### src/design/amqp_dfr_pkg.sv
// Shared types and constants for the AMQP 0-9-1 frame deframer.
// Used by amqp_dfr_core and amqp_frame_deframer_top; depends on nothing else.
package amqp_dfr_pkg;

    localparam int TDATA_W   = 104;
    localparam int HDR_LAST  = 6;   // index of the final header octet (7 octets)
    localparam int ID_LAST   = 3;   // payload offset of the final method-id octet

    localparam logic [7:0] FRAME_END_OCTET = 8'hCE;
    localparam logic [7:0] TYPE_METHOD     = 8'h01;

    localparam logic [1:0] PH_HEADER  = 2'd0;
    localparam logic [1:0] PH_PAYLOAD = 2'd1;
    localparam logic [1:0] PH_END     = 2'd2;

    localparam logic [1:0] KIND_HEADER  = 2'd0;
    localparam logic [1:0] KIND_METHOD  = 2'd1;
    localparam logic [1:0] KIND_PAYLOAD = 2'd2;
    localparam logic [1:0] KIND_END     = 2'd3;

    localparam logic [1:0] ST_OK        = 2'd0;
    localparam logic [1:0] ST_BAD_END   = 2'd1;
    localparam logic [1:0] ST_SHORT     = 2'd2;

    typedef struct packed {
        logic [1:0]  kind;
        logic [7:0]  frame_type;
        logic [15:0] channel;
        logic [31:0] payload_size;
        logic [15:0] cls_id;
        logic [15:0] mth_id;
        logic [7:0]  payload_octet;
        logic        payload_last;
        logic [1:0]  end_status;
    } result_t;

endpackage

### src/design/amqp_dfr_core.sv
// Frame parsing state and per-octet decode for the AMQP deframer.
// Depends on amqp_dfr_pkg; instantiated by amqp_frame_deframer_top.
module amqp_dfr_core (
    input  logic                 clk,
    input  logic                 rst_n,
    input  logic                 step,
    input  logic [7:0]           octet,
    input  logic                 split_method_ids,
    output logic                 res_valid,
    output amqp_dfr_pkg::result_t res
);
    import amqp_dfr_pkg::*;

    logic [1:0]  phase_reg, phase_next;
    logic [2:0]  header_count_reg, header_count_next;
    logic [7:0]  type_reg, type_next;
    logic [15:0] channel_reg, channel_next;
    logic [31:0] size_reg, size_next;
    logic [31:0] remaining_reg, remaining_next;
    logic [23:0] id_shift_reg, id_shift_next;

    logic [31:0] offset;
    logic        last;
    logic        method;

    assign offset = size_reg - remaining_reg;
    assign last   = (remaining_reg[31:1] == 31'd0);
    assign method = (type_reg == TYPE_METHOD) && split_method_ids;

    always_comb
    begin
        phase_next        = phase_reg;
        header_count_next = header_count_reg;
        type_next         = type_reg;
        channel_next      = channel_reg;
        size_next         = size_reg;
        remaining_next    = remaining_reg;
        id_shift_next     = id_shift_reg;
        res_valid         = 1'b0;
        res               = '0;

        if (step)
        begin
            case (phase_reg)
                PH_PAYLOAD:
                begin
                    res_valid = 1'b1;
                    if (method && offset < 32'(ID_LAST))
                    begin
                        id_shift_next = {id_shift_reg[15:0], octet};
                    end
                    if (method && offset == 32'(ID_LAST))
                    begin
                        res.kind   = KIND_METHOD;
                        res.cls_id = id_shift_reg[23:8];
                        res.mth_id = {id_shift_reg[7:0], octet};
                    end
                    else
                    begin
                        res.kind = KIND_PAYLOAD;
                    end
                    res.payload_octet = octet;
                    res.payload_last  = last;
                    if (last)
                    begin
                        remaining_next = '0;
                        phase_next     = PH_END;
                    end
                    else
                    begin
                        remaining_next = remaining_reg - 32'd1;
                    end
                end
                PH_END:
                begin
                    res_valid = 1'b1;
                    res.kind  = KIND_END;
                    if (octet != FRAME_END_OCTET)
                    begin
                        res.end_status = ST_BAD_END;
                    end
                    else if (method && size_reg < 32'(ID_LAST + 1))
                    begin
                        res.end_status = ST_SHORT;
                    end
                    else
                    begin
                        res.end_status = ST_OK;
                    end
                    phase_next        = PH_HEADER;
                    header_count_next = '0;
                end
                default:
                begin
                    // The unused phase code is treated as the header phase.
                    phase_next = PH_HEADER;
                    if (header_count_reg == 3'd0)
                    begin
                        type_next = octet;
                    end
                    else if (header_count_reg <= 3'd2)
                    begin
                        channel_next = {channel_reg[7:0], octet};
                    end
                    else
                    begin
                        size_next = {size_reg[23:0], octet};
                    end

                    if (header_count_reg < 3'(HDR_LAST))
                    begin
                        header_count_next = header_count_reg + 3'd1;
                    end
                    else
                    begin
                        header_count_next = '0;
                        id_shift_next     = '0;
                        remaining_next    = size_next;
                        phase_next        = (size_next == 32'd0) ? PH_END : PH_PAYLOAD;
                        res_valid         = 1'b1;
                        res.kind          = KIND_HEADER;
                    end
                end
            endcase
        end

        // Identity fields last change on the octet giving the header result.
        res.frame_type   = type_next;
        res.channel      = channel_next;
        res.payload_size = size_next;
    end

    always_ff @(posedge clk or negedge rst_n)
    begin
        if (!rst_n)
        begin
            phase_reg        <= PH_HEADER;
            header_count_reg <= '0;
            type_reg         <= '0;
            channel_reg      <= '0;
            size_reg         <= '0;
            remaining_reg    <= '0;
            id_shift_reg     <= '0;
        end
        else
        begin
            phase_reg        <= phase_next;
            header_count_reg <= header_count_next;
            type_reg         <= type_next;
            channel_reg      <= channel_next;
            size_reg         <= size_next;
            remaining_reg    <= remaining_next;
            id_shift_reg     <= id_shift_next;
        end
    end

    assert property (@(posedge clk) disable iff (!rst_n)
        phase_reg == PH_HEADER |-> header_count_reg <= 3'(HDR_LAST))
        else $error("header count ran past the header length");

    assert property (@(posedge clk) disable iff (!rst_n)
        res_valid && res.kind != KIND_END |-> res.end_status == ST_OK)
        else $error("end status set on a non-end result");

    assert property (@(posedge clk) disable iff (!rst_n)
        step && phase_reg == PH_PAYLOAD && last |=> phase_reg == PH_END)
        else $error("last payload octet did not move to the frame-end check");

endmodule

### src/design/amqp_frame_deframer_top.sv
// Two register stages: an accepted octet waits in the input register, and its result
// moves to the output register once that is empty or read. Throughput: one octet per
// cycle; a waiting result stalls the input once the input register is full.
// Header octets other than the seventh, produce no result.
// Reset (rst_n low, asynchronous) returns to the header phase, clears all frame
// state, empties both pipeline stages, and sets split_method_ids to 1.
module amqp_frame_deframer_top (
    input  logic         clk,
    input  logic         rst_n,
    // Slave stream: tdata[7:0] octet.
    input  logic         s_axis_tvalid,
    output logic         s_axis_tready,
    input  logic [7:0]   s_axis_tdata,
    // Master stream: tdata[7:0] frame_type, [23:8] channel, [55:24] payload_size,
    // [71:56] cls_id, [87:72] mth_id, [95:88] payload_octet,
    // [97:96] end_status, [103:98] zero.
    output logic         m_axis_tvalid,
    input  logic         m_axis_tready,
    output logic [amqp_dfr_pkg::TDATA_W-1:0] m_axis_tdata,
    output logic         m_axis_tlast,
    // tuser[1:0] kind.
    output logic [1:0]   m_axis_tuser,
    // Configuration write: cfg_data is split_method_ids.
    input  logic         cfg_valid,
    output logic         cfg_ready,
    input  logic         cfg_data
);
    import amqp_dfr_pkg::*;

    logic        in_valid_reg;
    logic [7:0]  in_octet_reg;
    logic        out_valid_reg, out_valid_next;
    result_t     out_reg;
    logic        split_reg;
    logic        advance;
    logic        res_valid;
    result_t     res;

    assign advance       = in_valid_reg && (!out_valid_reg || m_axis_tready);
    assign s_axis_tready = !in_valid_reg || advance;
    assign cfg_ready     = 1'b1;

    amqp_dfr_core u_core (
        .clk              (clk),
        .rst_n            (rst_n),
        .step             (advance),
        .octet            (in_octet_reg),
        .split_method_ids (split_reg),
        .res_valid        (res_valid),
        .res              (res)
    );

    always_comb
    begin
        out_valid_next = out_valid_reg;
        if (m_axis_tready)
        begin
            out_valid_next = 1'b0;
        end
        if (advance && res_valid)
        begin
            out_valid_next = 1'b1;
        end
    end

    always_ff @(posedge clk or negedge rst_n)
    begin
        if (!rst_n)
        begin
            in_valid_reg  <= 1'b0;
            out_valid_reg <= 1'b0;
            split_reg     <= 1'b1;
        end
        else
        begin
            if (s_axis_tready)
            begin
                in_valid_reg <= s_axis_tvalid;
            end
            out_valid_reg <= out_valid_next;
            if (cfg_valid && cfg_ready)
            begin
                split_reg <= cfg_data;
            end
        end
    end

    always_ff @(posedge clk)
    begin
        if (s_axis_tvalid && s_axis_tready)
        begin
            in_octet_reg <= s_axis_tdata;
        end
        if (advance && res_valid)
        begin
            out_reg <= res;
        end
    end

    assign m_axis_tvalid = out_valid_reg;
    assign m_axis_tuser  = out_reg.kind;
    assign m_axis_tlast  = out_reg.payload_last;
    assign m_axis_tdata  = {6'd0, out_reg.end_status, out_reg.payload_octet,
                            out_reg.mth_id, out_reg.cls_id,
                            out_reg.payload_size, out_reg.channel, out_reg.frame_type};

    assert property (@(posedge clk) disable iff (!rst_n)
        !in_valid_reg |-> s_axis_tready)
        else $error("input stage empty but not ready");

    assert property (@(posedge clk) disable iff (!rst_n)
        m_axis_tvalid && (m_axis_tuser == KIND_HEADER || m_axis_tuser == KIND_END)
        |-> !m_axis_tlast)
        else $error("last flag on a header or frame-end result");

    assert property (@(posedge clk) disable iff (!rst_n)
        m_axis_tvalid |-> out_reg.end_status != 2'd3)
        else $error("undefined end status code");

    assert property (@(posedge clk) disable iff (!rst_n)
        m_axis_tvalid && !m_axis_tready |=> m_axis_tvalid && $stable(out_reg))
        else $error("pending result lost or overwritten");

endmodule

### config.mk
export PLATFORM = sky130hd
export DESIGN_NAME = amqp_frame_deframer_top
export DESIGN_NICKNAME = d
export VERILOG_FILES = /design/src/design/amqp_dfr_pkg.sv /design/src/design/amqp_dfr_core.sv /design/src/design/amqp_frame_deframer_top.sv
export SDC_FILE = /design/constraint.sdc
export NUM_CORES = 1
export LEC_CHECK = 0
export BUFFER_PORTS_ARGS = -buffer_cell sky130_fd_sc_hd__buf_2
export CAP_MARGIN = 20
export CORE_MARGIN = 2
export CORE_UTILIZATION = 40
export DETAILED_ROUTE_END_ITERATION = 8
export GPL_TIMING_DRIVEN = 0
export HOLD_SLACK_MARGIN = 0.02
export PLACE_DENSITY_LB_ADDON = 0.25
export SETUP_SLACK_MARGIN = 0.2
export SLEW_MARGIN = 20
export SYNTH_ARGS = -nofsm -noshare
export SYNTH_HDL_FRONTEND = slang
export SYNTH_HIERARCHICAL = 1
export SYNTH_SLANG_ARGS = --single-unit
### constraint.sdc
create_clock -name clk -period 9.15 [get_ports clk]
set_clock_uncertainty 0.1 [all_clocks]
set_input_delay 0.915 -clock clk [delete_from_list [all_inputs] [get_ports clk]]
set_output_delay 0.915 -clock clk [all_outputs]
set_load 0.03 [all_outputs]
Yosys cells after proc, flatten, opt, wreduce, memory -nomap -nowiden
Cells that the tools add are included.
{"block": "classes", "bitwise_logic": 3, "reduce_logical": 24, "mux": 34, "magnitude_cmp": 4, "add_sub_neg": 3, "n_eq_ne": 8}
{"op": "two-way mux 32 bit", "n": 8}
{"op": "two-way mux 16 bit", "n": 4}
{"op": "case mux 32 bit (2 select lines)", "n": 1}
{"op": "two-way mux 24 bit", "n": 2}
{"op": "case mux 24 bit (2 select lines)", "n": 1}
{"op": "equality test 32 x 2 -> 1 bit, second input constant", "n": 1}
{"op": "logical NOT 32 bit", "n": 1}
{"op": "less-than comparator 32 x 2 -> 1 bit, second input constant", "n": 1}
{"op": "less-than comparator 32 x 3 -> 1 bit, second input constant", "n": 1}
{"op": "subtractor 32 x 1 -> 32 bit, second input constant", "n": 1}
{"op": "subtractor 32 bit", "n": 1}
{"op": "logical NOT 31 bit", "n": 1}
{"op": "two-way mux 8 bit", "n": 3}
{"op": "two-way mux 2 bit", "n": 5}
{"op": "equality test 8 x 1 -> 1 bit, second input constant", "n": 1}
{"op": "inequality test 8 bit, second input constant", "n": 1}
{"op": "case mux 2 bit (2 select lines)", "n": 2}
{"op": "AND reduction 2 bit", "n": 4}
{"op": "logical AND 1 bit", "n": 7}
{"op": "two-way mux 1 bit", "n": 6}
{"op": "case mux 3 bit (2 select lines)", "n": 1}
{"op": "AND reduction 3 bit", "n": 2}
{"op": "inequality test 2 x 1 -> 1 bit, second input constant", "n": 2}
{"op": "AND reduction 4 bit", "n": 1}
{"op": "14 further kinds", "n": 18}
{"block": "totals", "out_inout_bits": 110, "reg_bits": 229}

Longest topological paths before layout
Gate-level depths: netlist (run 1).
{"block": "logic_depth", "word_depth": 9, "depth_mapped": 15, "ltp_nobuf": 13}

Modules after synthesis
The synthesis (run 1) kept the hierarchy.
{"mod": "amqp_dfr_core", "area_each_um2": 9043.7, "n_inst": 1, "cells_per_inst": 1091}
{"mod": "amqp_frame_deframer_top", "area_each_um2": 3482.1, "n_inst": 1, "cells_per_inst": 130}

Worst setup path before layout (run 1)
Ideal clock, no wire load.
{"block": "synth_path", "path_kind": "in2reg", "from": "input m_axis_tready", "to": "register out_reg, in the netlist m_axis_tdata[0] (enable)", "t_arrival_ps": 6225, "stages": 6, "setup_time_ps": 574, "setup_slack_ps": 2251, "path_cell_list": "nand2b_1 and2_1 clkbuf_1 a21boi_0 nand2_1 nor2b_1"}
{"block": "synth_between", "elab_chain_cells": 4}
{"element": "start, declared", "line_no": "amqp_frame_deframer_top.sv:18", "text": "input logic m_axis_tready,"}
{"element": "logical OR 1 bit", "line_no": "amqp_frame_deframer_top.sv:39", "text": "assign advance = in_valid_reg && (!out_valid_reg || m_axis_tready);"}
{"element": "logical AND 1 bit", "line_no": "amqp_frame_deframer_top.sv:39"}
{"element": "via advance", "line_no": "amqp_frame_deframer_top.sv:35", "text": "logic advance;"}
{"element": "two-way mux 1 bit", "line_no": "amqp_dfr_core.sv:42", "text": "if (step)"}
{"element": "via res_valid", "line_no": "amqp_frame_deframer_top.sv:36", "text": "logic res_valid;"}
{"element": "logical AND 1 bit", "line_no": "amqp_frame_deframer_top.sv:94", "text": "if (advance && res_valid)"}
{"element": "end signal, assigned", "line_no": "amqp_frame_deframer_top.sv:96", "text": "out_reg <= res;"}
{"element": "end, declared", "line_no": "amqp_frame_deframer_top.sv:33", "text": "result_t out_reg;"}
The timed path passes the listed nets, and every way through them passes these cells.
A chain may end at the register's enable or synchronous reset.

Final worst setup path (run 1)
{"block": "layout_path", "from": "register u_core.size_reg[0]", "to": "register out_reg, in the netlist m_axis_tdata[79] (data pin)"}
{"block": "layout_between", "elab_chain_cells": 4}
{"element": "start, declared", "line_no": "amqp_dfr_core.sv:18", "text": "logic [31:0] size_reg, size_next;"}
{"element": "start signal, assigned", "line_no": "amqp_dfr_core.sv:151", "text": "size_reg <= size_next;"}
{"element": "subtractor 32 bit", "line_no": "amqp_dfr_core.sv:26", "text": "assign offset = size_reg - remaining_reg;"}
{"element": "equality test 32 x 2 -> 1 bit", "line_no": "amqp_dfr_core.sv:52", "text": "if (method && offset == 32'(ID_LAST))"}
{"element": "logical AND 1 bit", "line_no": "amqp_dfr_core.sv:52"}
{"element": "AND reduction 3 bit (no line)"}
Every way passes these cells.

==> metrics, run 1 <==
Main synth FF type=dfrtp_1; MaxCap Viol Count=0; VDD IR max=193 uV; clock slew at reported path FFs=0.06 ns; post-cts hold buffer count=0; unique cell type count in the Yosys netlist=90; initial DRC count=940; Longest Clk Path Bufs=3; final-report max-slew violation count=0; Diodes inserted=0; drt first pass iters=5; CTS sink count=229; Final Util=47.9%; CP Max Fanout=10; Rows=64; RSZ-0062 raised after global routing=false; Root Driver=clkbuf_16; Tmin final=5.14 ns; reg-to-reg startpoint=u_core/size_reg[0]; worst reg2reg path depth=14; actual slew at the worst max-slew pin=0.965 ns; HPWL after detailed placement=28.4 mm; Worst R2R End=m_axis_tdata[79]; setup bufs post-CTS=0; port buffer count=116; fillcell total=2892; outcome=completed; initial core utilization=40.7%; pin count of the biggest net entering global routing=86; Die X=181 um; RePlAce Congestion=0.957; Worst Setup Start Kind=register; core area=30700 um2; Mapped Area=12500 um2; final worst-path cycle share=56.2%; FF-to-FF setup slack=4.01 ns; number of I/O pins=124; CP required=9.46 ns; H-tree levels=1; worst-skew pair later-pin latency=0.55 ns; Synth async-reset ratio=52.4%; Post-Route WL=38.7 mm; max FFs per register=98; Vias/cell=5.82; worst min path class=in2async; # setup viols final=0; WHS=0.144 ns; post-synthesis register bit count=229; via count=10400; power density over the cells=398 nW/um2; Inserted Clock Buffers=25; vias in the first global route=10100; Layout Nets=1426; total grt overflow=0; CP Capture Type=register; Avg Synthesized Cell Area=10.3 um2; post_cts resized=0; Crit Path Class=reg2reg; Routed Antenna Nets=0; sequential area share after synthesis=50.1%; die height=181 um; Area growth, synth to finish=17.6%; first-pass GRT wire length=60.2 mm; Crit path arrival time=5.45 ns; Synth warnings=6; number of synthesized flops with an enable pin=109; layout cell share with drive strength beyond 1=19.0%; cells after synthesis=1221; total global routing track utilization=23.4%; CTS tree=done; die area=32700 um2; final hold vios=0; WL/cell=21.6 um; worst relative slew slack=34.0%; Max Clock Freq=194 MHz; initial antenna violation count=1; Remaining DRCs=0; Leakage=5.86 nW
[worst max-delay path by stage]
stage	endpoint	slack, ns	startpoint	cells past startpoint
floorplan	m_axis_tdata[0]	2.25	m_axis_tready	6
global placement	m_axis_tdata[51]	-0.04	m_axis_tready	7
detailed placement	m_axis_tdata[76]	4.14	u_core/size_reg[0]	14
CTS	m_axis_tdata[57]	4.12	u_core/size_reg[0]	14
global route	m_axis_tdata[76]	3.85	u_core/size_reg[0]	14
finish	m_axis_tdata[79]	4.01	u_core/size_reg[0]	14
[cells in the mapped netlist, types with 16 or more instances]
| cell | number | area [um2] |
|---|---|---|
| o211ai_1 | 30 | 225 |
| dfrtp_1 | 119 | 2980 |
| a21oi_1 | 74 | 370 |
| mux2i_1 | 25 | 250 |
| inv_1 | 49 | 184 |
| o21a_1 | 16 | 120 |
| ha_1 | 37 | 463 |
| clkbuf_1 | 44 | 165 |
| mux2_2 | 47 | 529 |
| nand2_1 | 150 | 563 |
| o22ai_1 | 19 | 119 |
| and2_1 | 40 | 250 |
| nand4_1 | 49 | 307 |
| nor2_1 | 58 | 218 |
| nor4_1 | 21 | 131 |
| o21ai_0 | 57 | 285 |
| or3_1 | 16 | 100 |
| edfxtp_1 | 109 | 3270 |
| nor3_1 | 26 | 130 |
[critical path: stages (launching register included)]
cell and delay (ns):
dfrtp_1 0.54, inv_1 0.21, ha_1 0.27, fa_1 0.41, and2b_1 0.26, o2111ai_1 0.25
a211oi_2 0.56, nor2_2 0.10, o311a_1 0.42, a22o_1 0.26, nor4_1 0.38, nand4_1 0.45
nor3_4 0.49, buf_6 0.19, and2_1 0.13
[per-stage QoR]
| step | cells | worst slack (ns) | cell area [um2] | setup TNS (ns) | power, W |
|---|---|---|---|---|---|
| 2_1_floorplan | 1226 | 2.25 | 12500 | 0 | 0.00377 |
| 3_3_place_gp | 1738 | -0.0446 | 13600 | -3.18 | 0.00463 |
| 3_5_place_dp | 1743 | 4.14 | 13800 | 0 | 0.00464 |
| 4_1_cts | 1789 | 4.12 | 14700 | 0 | 0.00584 |
| 5_1_grt | 1789 | 3.85 | 14700 | 0 | 0.00625 |
| 6_report | 1789 | 4.01 | 14700 | 0 | 0.00586 |
[where the power goes]
part / leakage (nW) / internal, W / switching, W
combinational: 2.96 / 0.00108 / 0.00184
sequential: 2.43 / 0.00143 / 0.000350
clock: 0.466 / 0.000734 / 0.000428
[placed cells by master (no fill, tap or decap), types with 6 or more instances in the layout]
cell type	count
and2_1	40
dfrtp_1	119
buf_4	8
nand2b_1	7
or4_1	7
conb_1	7
a21oi_1	74
nand3_1	15
and3_1	15
nor4_1	21
buf_6	7
o211ai_1	30
edfxtp_1	109
nand4_1	49
o22ai_1	19
mux2i_1	25
nor3_1	26
a22o_1	9
or3_1	16
o21a_1	16
xnor2_1	6
a31oi_1	14
nor2b_1	6
o21ai_0	57
a21o_1	7
xor2_1	8
ha_1	37
o221ai_1	7
nand2_1	150
inv_1	49
nor2_1	58
bufinv_16	6
buf_2	126
mux2_2	47
clkbuf_1	46
clkbuf_16	26
[layer usage]
layer  vias up  routed length, um  global-route usage [%]
li1       4847                  -                       -
met1      5108              17400                    33.7
met2       395              17300                    36.8
met3        69               2860                    3.63
met4         0               1070                    6.86
met5         -                  0                       0
[kinds of logic after synthesis]
family          Yosys count  synth area share [%]
fa+ha+maj                38                  3.86
xor+xnor                 14                 0.979
compound gates          293                  15.4
other cells               2                0.0600
flops                   229                  50.1
simple gates            449                  18.8
mux                      73                  6.31
buf+inv                 123                  4.46
[layout make-up]
class	instances	area [um2]	share of cell area [%]
sequential	229	6280	42.6
multi-input combinational	874	5720	38.8
clock buffer	33	727	4.93
timing repair buffer	121	713	4.84
tap	396	495	3.36
buffer	74	374	2.54
clock inverter	13	245	1.66
inverter	49	184	1.25
Note: power is estimated with default switching activity, not from simulation.
==> run 2, diff against run 1 <==
==> constraint.sdc (replaced) <==
create_clock -name clk -period 5.03 [get_ports clk]
set_clock_uncertainty 0.1 [all_clocks]
set_input_delay 0.503 -clock clk [delete_from_list [all_inputs] [get_ports clk]]
set_output_delay 0.503 -clock clk [all_outputs]
set_load 0.03 [all_outputs]
==> run 2 against run 1 <==
  * Critical path depth is the same
  * Largest power group unchanged
  * Highest routed layer is now met5
  * Sequential share of layout area increased by 0.095 points
  * Worst hold slack lost 0.10 ns
  * Core utilization down 0.098 points
  * Total power rose by 80%
  * Die area stayed put
==> metrics, run 2 (synthesis results as in run 1) <==
outcome=completed; CP Max Fanout=10; finished layout cell area=14700 um2; die height=181 um; total global routing track utilization=23.6%; number of I/O pins=124; Worst R2R End=u_core/id_shift_reg[14]; Max Clock Freq=215 MHz; Root Driver=clkbuf_16; Crit path arrival time=5.01 ns; Setup crit end=u_core/id_shift_reg[14]; worst reg2reg path depth=14; pin count of the biggest net entering global routing=67; # setup viols final=0; layout cell share with drive strength beyond 1=19.2%; total grt overflow=0; Final Non-Filler Cells=1792; initial core utilization=40.7%; initial antenna violation count=1; Inserted Clock Buffers=24; Tmin final=4.66 ns; CP required=5.37 ns; initial DRC count=969; most common cell after layout, fill and taps aside=nand2_1; Diodes inserted=0; vias in the first global route=10300; Die X=181 um; Post-Route WL=39.2 mm; reg-to-reg startpoint=u_core/size_reg[0]; Worst setup startpoint=u_core/size_reg[0]; port buffer count=116; MaxCap Viol Count=0; final-report max-slew violation count=0; Vias/cell=5.87; worst min path class=in2reg; worst relative slew slack=37.8%; worst-skew pair later-pin latency=0.54 ns; RSZ-0062 raised after global routing=false; final worst-path cycle share=92.7%; first-pass GRT wire length=60.2 mm; Remaining DRCs=0; drt first pass iters=6; Placed Instances=1743; H-tree levels=1; Longest Clk Path Bufs=3; Final Util=47.8%; core area=30700 um2; power density over the cells=717 nW/um2; final hold vios=0; Routed Antenna Nets=0; RePlAce Congestion=0.943; Area growth, synth to finish=17.4%; FF-to-FF setup slack=0.37 ns; commonest cells after routing, fill and taps aside=150 x nand2_1, 126 x buf_2, 118 x dfrtp_1; CTS sink count=229; CTS tree=done; HPWL after detailed placement=28.6 mm; clock slew at reported path FFs=0.06 ns; Leakage=5.84 nW; Layout Nets=1430; hold_sp=s_axis_tdata[5]; Crit Path Class=reg2reg; CP Capture Type=register; actual slew at the worst max-slew pin=0.909 ns; max FFs per register=98; WL/cell=21.9 um; Worst Setup Start Kind=register; Rows=64; placed cell areas=13800 um2; VDD IR max=303 uV; via count=10500; die area=32700 um2
-- run 2: cell types whose count changed in the layout (fill, tap and decap cells not counted), moves of 2 or more --
cell	delta
clkbuf_8	-3
dlygate4sd3_1	+2
clkbuf_16	-2
buf_4	+3
clkinv_2	+3
-- run 2: per-layer routing --
layer	GRT usage, %	vias up	routed length, um
met5	0.444	-	12
met4	7.32	2	1110
met3	4.82	62	3370
met2	37.0	439	17400
met1	33.0	5152	17400
li1	-	4870	-
-- run 2: worst min path at each step --
stage / endpoint / slack, ns / cells past startpoint
5_1_grt: in_octet_reg[4] / 0.02 / 1
3_5_place_dp: u_core/id_shift_reg[16] / 0.36 / 1
6_report: in_octet_reg[5] / 0.04 / 1
4_1_cts: in_octet_reg[6] / 0.02 / 1
3_3_place_gp: u_core/channel_reg[10] / 0.38 / 1
2_1_floorplan: in_valid_reg / 0.11 / 0
-- run 2: through the flow --
step	TNS (ns)	hold WS (ns)	setup slack, ns	power (W)
after floorplan	0	0.107	0.474	0.00684
after global placement	-97.89	0.378	-0.981	0.00842
after detailed placement	0	0.364	0.00426	0.00845
after CTS	0	0.0215	0.248	0.0105
after global routing	0	0.0227	0.255	0.0112
final	0	0.0427	0.369	0.0105
-- run 2: power breakdown --
| part | switching [W] | leakage [nW] | internal, W |
|---|---|---|---|
| Sequential | 0.000649 | 2.43 | 0.00259 |
| Combinational | 0.00339 | 2.99 | 0.00197 |
| Clock | 0.000769 | 0.422 | 0.00117 |
| Total | 0.00481 | 5.84 | 0.00574 |
-- run 2: repair_timing --
item / in CTS / in global routing
hold buffers: 1 / 1
resized for setup: 3 / 1
buffers inserted: 3 / 0
endpoints found under the setup margin: 56 / 45
hold endpoints to repair: 54 / 1
pin swaps: 3 / 2
-- run 2: layout make-up --
| cell class | count | area [um2] |
|---|---|---|
| Tap cell | 396 | 495 |
| Timing Repair Buffer | 126 | 763 |
| Multi-Input combinational cell | 874 | 5730 |
| Buffer | 74 | 374 |
| Clock inverter | 17 | 241 |
| Inverter | 49 | 184 |
| Clock buffer | 27 | 632 |
| Fill cell | 2879 | 16000 |
| Sequential cell | 229 | 6280 |
-- run 2: critical path: stages (launching register included) --
cell and delay (ns):
dfrtp_2 0.48, inv_1 0.16, ha_1 0.26, fa_1 0.40, and2b_1 0.27, o2111ai_1 0.29
a211oi_4 0.51, nor2_2 0.10, o311a_1 0.41, a221oi_1 0.35, nand4_1 0.21, nor4_4 0.45
buf_2 0.30, nand4_1 0.15, o211ai_1 0.13
